### config.mk
export PLATFORM = sky130hd
export DESIGN_NAME = pdts_ctrl
export DESIGN_NICKNAME = d
export VERILOG_FILES = /design/src/pdts_pkg.sv /design/src/pdts_ctrl.sv
export SDC_FILE = /design/constraint.sdc
export NUM_CORES = 1
export LEC_CHECK = 0
export BUFFER_PORTS_ARGS = -buffer_cell sky130_fd_sc_hd__clkbuf_2
export CAP_MARGIN = 20
export CELL_PAD_IN_SITES_DETAIL_PLACEMENT = 1
export CELL_PAD_IN_SITES_GLOBAL_PLACEMENT = 1
export CORE_MARGIN = 8
export CORE_UTILIZATION = 26
export CTS_BUF_LIST = sky130_fd_sc_hd__clkbuf_16
export DETAILED_ROUTE_END_ITERATION = 6
export PLACE_DENSITY_LB_ADDON = 0.1
export SLEW_MARGIN = 10
export SYNTH_ARGS = -nofsm -noshare
export SYNTH_HDL_FRONTEND = slang
export SYNTH_SLANG_ARGS = --single-unit
### constraint.sdc
create_clock -name clk -period 1.25 [get_ports clk]
set_input_delay 0.3125 -clock clk [delete_from_list [all_inputs] [get_ports clk]]
set_output_delay 0.3125 -clock clk [all_outputs]
set_load 0.01 [all_outputs]
### src/pdts_pkg.sv
`timescale 1ns / 1ps
// ----------------------------------------------------------------------------
// pdts_pkg
// Shared types and constants for the packed depth table store.
// ----------------------------------------------------------------------------
package pdts_pkg;

  localparam int unsigned WORD_W    = 64;
  localparam int unsigned NIB_PER_G = 16;  // 4-bit entries per group word
  localparam int unsigned PAIR_PER_G = 32; // 2-bit entries per group word
  localparam int unsigned IDX_W     = 21;
  localparam int unsigned RADIX_W   = 19;
  localparam int unsigned LIM_W     = 27; // wide enough for any table limit
  localparam int unsigned CNT_W     = 32;
  localparam int unsigned VAL_W     = 5;

  localparam logic [1:0] MODE_READ   = 2'd0;
  localparam logic [1:0] MODE_UPDATE = 2'd1;
  localparam logic [1:0] MODE_LOAD   = 2'd2;
  localparam logic [1:0] MODE_NOP    = 2'd3;

  localparam logic [1:0] SEL_MAIN  = 2'd0;
  localparam logic [1:0] SEL_FIRST = 2'd1;
  localparam logic [1:0] SEL_SECOND = 2'd2;
  localparam logic [1:0] SEL_BAD   = 2'd3;

  localparam logic [1:0] REG_COMPACT = 2'd0;
  localparam logic [1:0] REG_BASE    = 2'd1;
  localparam logic [1:0] REG_LO_SIZE = 2'd2;
  localparam logic [1:0] REG_HI_SIZE = 2'd3;

  typedef struct packed {
    logic cap;       // latch the input transaction, clear result
    logic rd;        // read all three stores
    logic fb;        // read addresses from split base indexes
    logic div_start;
    logic div_sel;   // 0: index by low radix, 1: quotient by high radix
    logic cap_lo;
    logic cap_hi;
    logic set_err;
    logic set_nib;
    logic set_pair;
    logic set_max;
    logic wr_upd;
    logic wr_ld;
    logic out_load;
  } dp_cmd_t;

  typedef struct packed {
    logic is_nop;
    logic is_load;
    logic is_update;
    logic compact_rd;
    logic range_bad;
    logic pair_zero;
    logic lower;
    logic div_done;
    logic fb_bad;
  } dp_sts_t;

endpackage

### src/pdts_ctrl.sv
`timescale 1ns / 1ps
// ----------------------------------------------------------------------------
// pdts_ctrl
// Sequencer: one transaction at a time through read, split and write steps.
// ----------------------------------------------------------------------------
module pdts_ctrl
  import pdts_pkg::*;
(
  input  logic    clk,
  input  logic    rst_n,
  input  logic    in_tvalid,
  output logic    in_tready,
  output logic    out_tvalid,
  input  logic    out_tready,
  input  dp_sts_t sts,
  output dp_cmd_t cmd
);

  typedef enum logic [3:0] {
    S_IDLE, S_ISSUE, S_RDWAIT, S_DIV1, S_DIV2S, S_DIV2, S_FBCHK, S_FBWAIT, S_FIN
  } state_t;

  state_t state_r, state_nxt;
  logic   out_tvalid_r, out_tvalid_nxt;

  always_comb begin
    state_nxt      = state_r;
    out_tvalid_nxt = out_tvalid_r;
    cmd            = '0;
    if (out_tvalid_r && out_tready) out_tvalid_nxt = 1'b0;
    case (state_r)
      S_IDLE: begin
        if (in_tvalid) begin
          cmd.cap   = 1'b1;
          state_nxt = S_ISSUE;
        end
      end
      S_ISSUE: begin
        if (sts.is_nop) begin
          state_nxt = S_FIN;
        end else if (sts.range_bad) begin
          cmd.set_err = 1'b1;
          state_nxt   = S_FIN;
        end else if (sts.is_load) begin
          cmd.wr_ld = 1'b1;
          state_nxt = S_FIN;
        end else begin
          cmd.rd    = 1'b1;
          state_nxt = S_RDWAIT;
        end
      end
      S_RDWAIT: begin
        if (sts.is_update) begin
          cmd.set_nib = 1'b1;
          cmd.wr_upd  = sts.lower;
          state_nxt   = S_FIN;
        end else if (sts.compact_rd && !sts.pair_zero) begin
          cmd.set_pair = 1'b1;
          state_nxt    = S_FIN;
        end else if (sts.compact_rd) begin
          cmd.div_start = 1'b1;
          state_nxt     = S_DIV1;
        end else begin
          cmd.set_nib = 1'b1;
          state_nxt   = S_FIN;
        end
      end
      S_DIV1: begin
        if (sts.div_done) begin
          cmd.cap_lo = 1'b1;
          state_nxt  = S_DIV2S;
        end
      end
      S_DIV2S: begin
        cmd.div_start = 1'b1;
        cmd.div_sel   = 1'b1;
        state_nxt     = S_DIV2;
      end
      S_DIV2: begin
        if (sts.div_done) begin
          cmd.cap_hi = 1'b1;
          state_nxt  = S_FBCHK;
        end
      end
      S_FBCHK: begin
        if (sts.fb_bad) begin
          cmd.set_err = 1'b1;
          state_nxt   = S_FIN;
        end else begin
          cmd.rd    = 1'b1;
          cmd.fb    = 1'b1;
          state_nxt = S_FBWAIT;
        end
      end
      S_FBWAIT: begin
        cmd.set_max = 1'b1;
        state_nxt   = S_FIN;
      end
      S_FIN: begin
        if (!out_tvalid_r || out_tready) begin
          cmd.out_load   = 1'b1;
          out_tvalid_nxt = 1'b1;
          state_nxt      = S_IDLE;
        end
      end
      default: state_nxt = S_IDLE;
    endcase
  end

  always_ff @(posedge clk) begin
    if (!rst_n) begin
      state_r      <= S_IDLE;
      out_tvalid_r <= 1'b0;
    end else begin
      state_r      <= state_nxt;
      out_tvalid_r <= out_tvalid_nxt;
    end
  end

  assign in_tready  = (state_r == S_IDLE);
  assign out_tvalid = out_tvalid_r;

endmodule

==> flow_metrics.tcl, run 1 <==
set metrics [dict create \
    place_area_mm2 0.00100 \
    synth_edf_count 0 \
    fin_ws_ps -409 \
    overflow 0 \
    drive_gt1_share_pct 76.8 \
    holdPathEnd "out_tvalid" \
    wl_mm 3.49 \
    setup.worst_path.end_class "output pin" \
    fin_skew_ps 5.50 \
    path_max_fanout 7 \
    fin_hold_ws_ps 419 \
    worst_slew_pin_slew_ps 393 \
    maxSlewHeadroom_pct 73.5 \
    drc 0 \
    rows 17 \
    start_util_pct 26.5 \
    yosysSeqAreaShare_pct 17.8 \
    synth_compound_area_share_pct 25.1 \
    yosysUniqueCellTypes 40 \
    port_buffers 28 \
    min_period_ps 1660 \
    grt_usage_pct 15.5 \
    synth_xor_area_share_pct 0 \
    ir_worst_vdd_mv 0.777 \
    first_iter_violations 14 \
    dpl_worst_slack_ps -263 \
    synth.avg_cell_area_um2 7.31 \
    numCtsBuffers 3 \
    syn-cell-area_um2 563 \
    clk_path_buf_depth 2 \
    gp_congestion 0.831 \
    wl_per_cell_um 19.5 \
    antennaDiodeCount 0 \
    dp.cells 162 \
    clock_sinks 5 \
    ys_seq_elements 5 \
    layout.cells.most_common "buf_4" \
    cp.arrival_ps 1350 \
    vias 924 \
    synth_top_flop_cell "dfxtp_1" \
    synth_cells 77 \
    violations "setup timing" \
    design_area_mm2 0.00136 \
    fillers 258 \
    antenna_found_initial 0 \
    grt_max_degree 8 \
    yosys.area_share.adder_pct 0 \
    core_area_mm2 0.00213 \
    fin_util_pct 64.1 \
    dp.final_hpwl_mm 2.05 \
    min_path_cells 2 \
    rr_endpoint "state_r[1]" \
    worstPathRequired_ps 940 \
    synth_top_family_by_area "simple AND/OR/NAND/NOR gates" \
    slew_viol_final 0 \
    ioPinCount 29 \
    critPathKind "register to output pin" \
    nets 165 \
    r2r-start "state_r[0]" \
    hp-start "rst_n" \
    setup-violations-final 19 \
    chipWidth_um 62.5 \
    rsz0062_at_grt "true" \
    grt_pass1_wl_mm 4.90 \
    fmax_mhz 603 \
    ff2ff_path_depth 7 \
    clockRootBuffer "clkbuf_16" \
    stdcell_count 179 \
    grt_pass1_vias 960 \
    ant_nets 0 \
    async_reset_ff_share_pct 0 \
    viasPerCell 5.16 \
    die_h_um 62.5 \
    clkLatencyLatePin_ps 240 \
    reg2reg_slack_ps -320 \
    yosysWarnings 0 \
    powerDensity_mw_per_mm2 793 \
    hold_path.class "primary input to register" \
    cap_violations 0 \
    p_leak_nw 0.661 \
    status "finished with violations" \
    clk_pin_slew_ps 40 \
    syn-num-nets 90 \
    critPathLaunchType "register" \
    synth_simple_gate_area_share_pct 49.3 \
    cts_tree "built" \
    die-area_mm2 0.00391 \
    period_share_pct 133 \
    final_cell_mix "buf_4, clkbuf_2, buf_6, buf_2" \
    synth_mux_area_share_pct 0 \
    htreeDepth 1 \
    hold_viol 0 \
    drtPass1Iterations 4 \
    area_growth_pct 142 \
]
==> cell families (layout without fill, tap and decap cells) <==
kind of cell,Yosys count,count (layout)
AND/OR/NAND/NOR,46,46
AO/OA/AOI/OAI,17,17
buffers and inverters,9,83
flip-flops,5,5
==> flip-flops by register name, summed over array words and instances, names as in the netlist <==
| signal | flops |
|---|---|
| state_r | 4 |
| out_tvalid | 1 |
==> per-stage QoR <==
stage / power [mW] / TNS [ps]
finish: 1.08 / -5910
global route: 1.13 / -6660
CTS: 1.02 / -5160
detailed placement: 0.434 / -2670
global placement: 0.430 / -2370
floorplan: 0.292 / -92.5
==> metal layers <==
metal / vias up / track usage [%] / wire, um
met4: 0 / 4.84 / 59
met5: - / 0 / 0
met1: 448 / 18.3 / 1470
li1: 433 / - / -
met2: 36 / 26.4 / 1790
met3: 7 / 4.12 / 165
==> cell usage after synthesis (2+ instances only) <==
| cell type | instances | area (um^2) |
|---|---|---|
| buf_4 | 2 | 15.0 |
| nor2_1 | 8 | 30.0 |
| buf_2 | 2 | 10.0 |
| inv_1 | 4 | 15.0 |
| nor3_1 | 6 | 30.0 |
| a21oi_1 | 4 | 20.0 |
| nor2b_1 | 2 | 12.5 |
| and3b_1 | 2 | 17.5 |
| nand4_1 | 2 | 12.5 |
| dfxtp_1 | 5 | 100 |
| nand2_1 | 7 | 26.3 |
| o21ai_1 | 2 | 10.0 |
| nand4b_1 | 2 | 17.5 |
| and3_1 | 3 | 18.8 |
==> report_power, final <==
part	switching (mW)	internal [mW]	leakage [nW]
Combinational	0.172	0.201	0.575
Clock	0.119	0.415	0.0423
Sequential	0.0116	0.164	0.0437
Total	0.302	0.780	0.661
==> final cells by class <==
type | instances | area, um^2 | area share [%]
Multi-Input combinational cell | 63 | 577 | 42.3
Timing Repair Buffer | 74 | 539 | 39.5
Inverter | 5 | 18.8 | 1.38
Clock inverter | 1 | 3.75 | 0.275
Tap cell | 28 | 35.0 | 2.57
Sequential cell | 5 | 115 | 8.44
Clock buffer | 3 | 75.1 | 5.50
==> worst max-delay path: stages (launching register included) <==
cell,delay (ps)
dfxtp_4,360
buf_4,150
nor2_4,110
nand4b_1,120
a21oi_1,190
buf_2,180
==> worst max-delay path by stage <==
stage	endpoint	slack, ps	startpoint
floorplan	cmd[4]	-40	state_r[3]
global route	cmd[12]	-460	state_r[0]
detailed placement	cmd[4]	-260	state_r[2]
finish	cmd[6]	-410	state_r[2]
CTS	cmd[4]	-380	state_r[2]
global placement	cmd[4]	-230	state_r[2]
==> timing repair <==
item / in CTS / in global routing
gates resized for setup: 34 / 27
hold buffers: 0 / 0
setup buffers: 10 / 6
hold endpoints to repair: 0 / 0
pin swaps: 16 / 12
endpoints found under the setup margin: 19 / 20
(Power assumes the default switching activity.)
==> inputs of run 2 (changes only) <==
--- a/config.mk
+++ b/config.mk
@@ -9,9 +9,7 @@
 export CAP_MARGIN = 20
 export CELL_PAD_IN_SITES_DETAIL_PLACEMENT = 1
 export CELL_PAD_IN_SITES_GLOBAL_PLACEMENT = 1
-export CORE_MARGIN = 8
 export CORE_UTILIZATION = 26
-export CTS_BUF_LIST = sky130_fd_sc_hd__clkbuf_16
 export DETAILED_ROUTE_END_ITERATION = 6
 export PLACE_DENSITY_LB_ADDON = 0.1
 export SLEW_MARGIN = 10
==> run 2 against run 1 <==
The flow still finishes with violations (setup timing). Cell count fell by 5.6%. Non-clock buffer count fell by 9. Global-route usage rose by 7.7 points. Largest cell class unchanged. Routed wire length shrank 4.9%.
==> flow_metrics.tcl, run 2 (same netlist as run 1, synthesis figures left out) <==
set metrics [dict create \
    grt_pass1_wl_mm 4.15 \
    ff2ff_path_depth 7 \
    clockRootBuffer "clkbuf_4" \
    core_area_mm2 0.00200 \
    grt_pass1_vias 917 \
    min_period_ps 1700 \
    rows 16 \
    clk_path_buf_depth 2 \
    power_uw 732 \
    die_h_um 48.5 \
    vias 909 \
    final_cell_mix "buf_4, clkbuf_2, buf_6, buf_2" \
    stdcell_count 169 \
    finalSetupTns_ps -6540 \
    overflow 0 \
    design_area_mm2 0.00127 \
    antenna_found_initial 0 \
    wl_mm 3.31 \
    ir_worst_vdd_mv 0.461 \
    violations "setup timing" \
    cp.depth 5 \
    nets 156 \
    clock_sinks 5 \
    drive_gt1_share_pct 76.1 \
    powerDensity_mw_per_mm2 576 \
    wl_per_cell_um 19.6 \
    rr_endpoint "state_r[2]" \
    worstSetupStartpoint "state_r[0]" \
    fin_util_pct 63.4 \
    grt_max_degree 11 \
    start_util_pct 28.1 \
    worst_slew_pin_slew_ps 317 \
    fmax_mhz 589 \
    drtPass1Iterations 4 \
    crit_family "buffers and inverters" \
    endpoint "cmd[6]" \
    grt_usage_pct 23.2 \
    fin_skew_ps 9.95 \
    top_register "state_r" \
    critPathLaunchType "register" \
    path_max_fanout 7 \
    first_iter_violations 17 \
    slowest_stage "dfxtp_2" \
    die-area_mm2 0.00236 \
    layout.cells.most_common "buf_4" \
    hold_viol 0 \
    largest_reg_flops 4 \
    numCtsBuffers 3 \
    worstPathRequired_ps 940 \
    cp.arrival_ps 1390 \
    setup-violations-final 20 \
    slowest_delay_ps 350 \
    setup.worst_path.end_class "output pin" \
    p_leak_nw 0.603 \
    drc 0 \
    cap_violations 0 \
    ioPinCount 29 \
    chipWidth_um 48.5 \
    place_area_um2 993 \
    rsz0062_at_grt "true" \
    antennaDiodeCount 0 \
    status "finished with violations" \
    clkLatencyLatePin_ps 260 \
    slew_viol_final 0 \
    critPathKind "register to output pin" \
    area_growth_pct 126 \
    reg2reg_slack_ps -420 \
    dp.cells 158 \
    cp.buffers_inverters 3 \
    cts_tree "built" \
    htreeDepth 1 \
    hold_path.class "primary input to register" \
    r2r-start "state_r[0]" \
    ant_nets 0 \
    port_buffers 28 \
    viasPerCell 5.38 \
    fin_ws_ps -448 \
    clk_pin_slew_ps 60 \
    maxSlewHeadroom_pct 78.7 \
    crit_path_cell_trace "buf_12 > buf_6 > nand4b_1 > a21oi_2 > buf_2" \
    period_share_pct 136 \
    dp.final_hpwl_mm 1.85 \
    gp_congestion 0.813 \
]
==> run 2: cell count changes in the layout (fill, tap and decap cells not counted), sizes merged <==
| cell | change |
|---|---|
| clkbuf | +3 |
| inv | -1 |
| buf | -11 |
==> run 2: where the power goes <==
part / total, mW / leakage [nW] / internal [mW] / switching (mW)
clock: 0.209 / 0.0150 / 0.122 / 0.0872
combinational: 0.346 / 0.545 / 0.173 / 0.173
sequential: 0.177 / 0.0431 / 0.165 / 0.0117
total: 0.732 / 0.603 / 0.460 / 0.272
==> run 2: timing repair <==
action,CTS,global route
endpoints found under the setup margin,19,19
resized for setup,37,23
pin swaps,17,6
endpoints found under the hold margin,0,0
setup buffers,4,3
hold buffers,0,0
==> run 2: worst min-delay path by stage <==
stage,start,to,slack (ps),cells past startpoint
finish,rst_n,out_tvalid,390,2
global route,rst_n,out_tvalid,380,2
CTS,out_tready,state_r[3],370,4
detailed placement,out_tvalid,state_r[3],630,3
global placement,rst_n,out_tvalid,620,2
floorplan,rst_n,out_tvalid,440,1
==> run 2: per-layer routing <==
metal,GRT usage (%),part of all wire [%],vias to the layer above
li1,-,-,422
met5,0,0,-
met2,45.8,54,32
met4,2.94,1.6,0
met3,6.29,5.5,4
met1,25.0,39,451
==> run 2: per-stage QoR <==
| stage | hold slack, ps | setup WS, ps |
|---|---|---|
| 6_report | 386 | -448 |
| 5_1_grt | 378 | -504 |
| 4_1_cts | 369 | -399 |
| 3_5_place_dp | 627 | -246 |
| 3_3_place_gp | 625 | -235 |
| 2_1_floorplan | 441 | -42.2 |
==> run 2: final cells by class <==
type | count | area, um^2
Tap cell | 27 | 33.8
Clock buffer | 4 | 26.3
Sequential cell | 5 | 110
Fill cell | 251 | 732
Inverter | 5 | 21.3
Multi-Input combinational cell | 63 | 596
Timing Repair Buffer | 65 | 483
==> run 2: worst register-to-register path: stages (launching register included) <==
cell and delay (ps):
dfxtp_2 350, buf_12 150, buf_4 140, buf_6 120
or3_1 320, a21oi_2 220, nor3_2 80, a31o_1 190
==> inputs of run 3 (changes only) <==
--- a/config.mk
+++ b/config.mk
@@ -9,6 +9,7 @@
 export CAP_MARGIN = 20
 export CELL_PAD_IN_SITES_DETAIL_PLACEMENT = 1
 export CELL_PAD_IN_SITES_GLOBAL_PLACEMENT = 1
+export CORE_MARGIN = 3
 export CORE_UTILIZATION = 26
 export DETAILED_ROUTE_END_ITERATION = 6
 export PLACE_DENSITY_LB_ADDON = 0.1
==> constraint.sdc (replaced) <==
create_clock -name clk -period 1.25 [get_ports clk]
set_input_delay 0.3125 -clock clk [delete_from_list [all_inputs] [get_ports clk]]
set_output_delay 0.3125 -clock clk [all_outputs]
set_load 0.1 [all_outputs]
==> run 3 against run 2 <==
Area after synthesis stayed put. The flow now stops in 4_1_cts. Synthesized cell count stayed put.
==> flow_metrics.tcl, run 3 <==
set metrics [dict create \
    synth_top_flop_cell "dfxtp_1" \
    start_util_pct 28.1 \
    cts_resized 34 \
    async_reset_ff_share_pct 0 \
    yosysMostFrequentCell "nor2_1" \
    port_buffers 28 \
    yosysUniqueCellTypes 40 \
    clockRootBuffer "clkbuf_4" \
    synth_top_family_by_area "simple AND/OR/NAND/NOR gates" \
    numCtsBuffers 3 \
    synth_mux_area_share_pct 0 \
    dp.final_hpwl_mm 2.39 \
    gp_congestion 0.847 \
    syn-num-nets 90 \
    yosysWarnings 0 \
    ys_seq_elements 5 \
    yosys.area.top_type "dfxtp_1" \
    clock_sinks 5 \
    ctsHoldBuffers 0 \
    yosys.area_share.adder_pct 0 \
    synth_xor_area_share_pct 0 \
    synth_compound_area_share_pct 25.1 \
    place_area_mm2 0.00140 \
    clk_path_buf_depth 2 \
    synth_cells 77 \
    ioPinCount 29 \
    synth_simple_gate_area_share_pct 49.3 \
    error "[ERROR DPL-0033] detailed placement checks failed during check placement." \
    dp.cells 166 \
    synth_top_area_share_pct 17.8 \
    synth_edf_count 0 \
    rows 16 \
    htreeDepth 1 \
    synth_area_leaders "dfxtp_1, nor3_1, nor2_1" \
    chipWidth_um 52.5 \
    syn-cell-area_um2 563 \
    yosysSeqAreaShare_pct 17.8 \
    die_h_um 52.5 \
    status "aborted with a tool error" \
    synth.avg_cell_area_um2 7.31 \
    synth_common_cells "nor2_1, nand2_1, nor3_1" \
    haltStage "4_1_cts" \
    cts_setup_buffers 9 \
]
## run 3: cell counts after synthesis
No cell type changed its count.
## run 3: metrics by stage
stage | setup slack, ps | hold slack, ps | util (%)
after floorplan | -836 | 441 | -
after global placement | -310 | 624 | 70.1
after detailed placement | -381 | 645 | 70.1
## run 3: cells by family after synthesis
kind of cell	after synthesis
compound gates	17
buf+inv	9
flops	5
simple gates	46
==> inputs of run 4 (changes only) <==
--- a/config.mk
+++ b/config.mk
@@ -7,12 +7,10 @@
 export LEC_CHECK = 0
 export BUFFER_PORTS_ARGS = -buffer_cell sky130_fd_sc_hd__clkbuf_2
 export CAP_MARGIN = 20
-export CELL_PAD_IN_SITES_DETAIL_PLACEMENT = 1
-export CELL_PAD_IN_SITES_GLOBAL_PLACEMENT = 1
-export CORE_MARGIN = 3
-export CORE_UTILIZATION = 26
+export CORE_AREA = 3 3 64 66
 export DETAILED_ROUTE_END_ITERATION = 6
-export PLACE_DENSITY_LB_ADDON = 0.1
+export DIE_AREA = 0 0 67 69
+export PLACE_DENSITY_LB_ADDON = 0.15
 export SLEW_MARGIN = 10
 export SYNTH_ARGS = -nofsm -noshare
 export SYNTH_HDL_FRONTEND = slang
==> constraint.sdc (replaced) <==
create_clock -name clk -period 1.6 [get_ports clk]
set_input_delay 0.4 -clock clk [delete_from_list [all_inputs] [get_ports clk]]
set_output_delay 0.4 -clock clk [all_outputs]
set_load 0.1 [all_outputs]
==> run 4 against run 3 <==
The flow now finishes, with violations (setup timing).
==> flow_metrics.tcl, run 4 (same netlist as run 1, synthesis figures left out) <==
set metrics [dict create \
    layout.cells.most_common "buf_4" \
    fillers 355 \
    chipWidth_um 67 \
    critPathKind "register to output pin" \
    status "finished with violations" \
    clock_sinks 5 \
    period_share_pct 114 \
    drive_gt1_share_pct 78.8 \
    ant_nets 0 \
    slew_viol_final 0 \
    overflow 0 \
    cap_violations 0 \
    worst_slew_pin_slew_ps 539 \
    critPathLaunchType "register" \
    stdcell_count 194 \
    min_period_ps 1830 \
    clockRootBuffer "clkbuf_8" \
    grt_usage_pct 11.1 \
    drtPass1Iterations 4 \
    hold_viol 0 \
    vias 851 \
    rows 22 \
    powerDensity_mw_per_mm2 472 \
    fin_util_pct 44.2 \
    antenna_found_initial 0 \
    grt_pass1_wl_mm 3.94 \
    cp.arrival_ps 1430 \
    grt_pass1_vias 874 \
    path_max_fanout 7 \
    hold_path.class "primary input to register" \
    grt_max_degree 9 \
    core_area_mm2 0.00363 \
    wl_mm 2.47 \
    drc 0 \
    maxSlewHeadroom_pct 64.2 \
    clkLatencyLatePin_ps 220 \
    ioPinCount 29 \
    rsz0062_at_grt "true" \
    top_register "state_r" \
    dp.cells 182 \
    nets 160 \
    ctsHoldBuffers 0 \
    start_util_pct 15.5 \
    viasPerCell 4.39 \
    largest_reg_flops 4 \
    cts_tree "built" \
    first_iter_violations 28 \
    gp_congestion 0.754 \
    regArea_um2 111 \
    final_cell_mix "buf_4, buf_12, clkbuf_2, buf_6, nor2_4" \
    die_h_um 69 \
    fmax_mhz 547 \
    setup.worst_path.end_class "output pin" \
    area_growth_pct 186 \
    fin_hold_ws_ps 462 \
    numCtsBuffers 3 \
    setup-violations-final 15 \
    ir_worst_vdd_mv 0.214 \
    p_leak_nw 0.675 \
    wl_per_cell_um 12.7 \
    antennaDiodeCount 0 \
    htreeDepth 1 \
    clk_path_buf_depth 2 \
    design_area_mm2 0.00161 \
    fin_skew_ps 2.72 \
    place_area_mm2 0.00137 \
    multi_input_area_um2 611 \
    power_uw 758 \
    worstPathRequired_ps 1200 \
    fin_ws_ps -230 \
    reg2reg_slack_ps 40 \
    violations "setup timing" \
    dp.final_hpwl_mm 1.92 \
    clk_pin_slew_ps 40 \
    port_buffers 28 \
    die-area_mm2 0.00462 \
]
run 4: path summary, 6_finish.rpt:
| path | from | to | cells after the start |
|---|---|---|---|
| worst max-delay path | state_r[0] | cmd[12] | 4 |
| worst min-delay path | in_tvalid | state_r[0] | 3 |
| worst max register to register | state_r[0] | state_r[2] | 6 |
| worst min register to register | out_tvalid | state_r[3] | 3 |
run 4: final cells by class:
class,count,share of cell area [%]
Tap cell,48,3.74
Multi-Input combinational cell,63,38.0
Sequential cell,5,6.93
Inverter,5,1.56
Timing Repair Buffer,69,47.0
Clock buffer,4,2.80
run 4: metal layers:
metal	vias to the layer above	wire [um]	track usage, %	part of all wire [%]
met2	23	1300	19.1	53
met4	0	35	4.05	1.4
met5	-	0	0	0
li1	425	-	-	-
met3	4	147	3.75	5.9
met1	399	988	12.4	40
run 4: critical path, cell delays in order (launching register included):
cell and delay (ps):
dfxtp_4 380, nor4bb_2 340, a31oi_1 120, nor2_2 160, buf_12 190
run 4: what timing repair did:
action                                  4_1_cts  5_1_grt
setup buffers                                 4        4
resized for setup                            27        8
endpoints found under the setup margin       15       17
pin swaps                                    10        9
run 4: power by group:
part / leakage, nW / internal (mW) / total (mW) / switching, mW
sequential: 0.0435 / 0.131 / 0.144 / 0.0134
clock: 0.0228 / 0.171 / 0.237 / 0.0654
combinational: 0.609 / 0.174 / 0.377 / 0.203
total: 0.675 / 0.476 / 0.758 / 0.282
run 4: stage by stage:
step / setup WS [ps] / setup TNS (ps)
floorplan: -574 / -3170
global placement: -84.4 / -275
detailed placement: -79.2 / -300
CTS: -222 / -2150
global route: -286 / -2980
finish: -230 / -2250
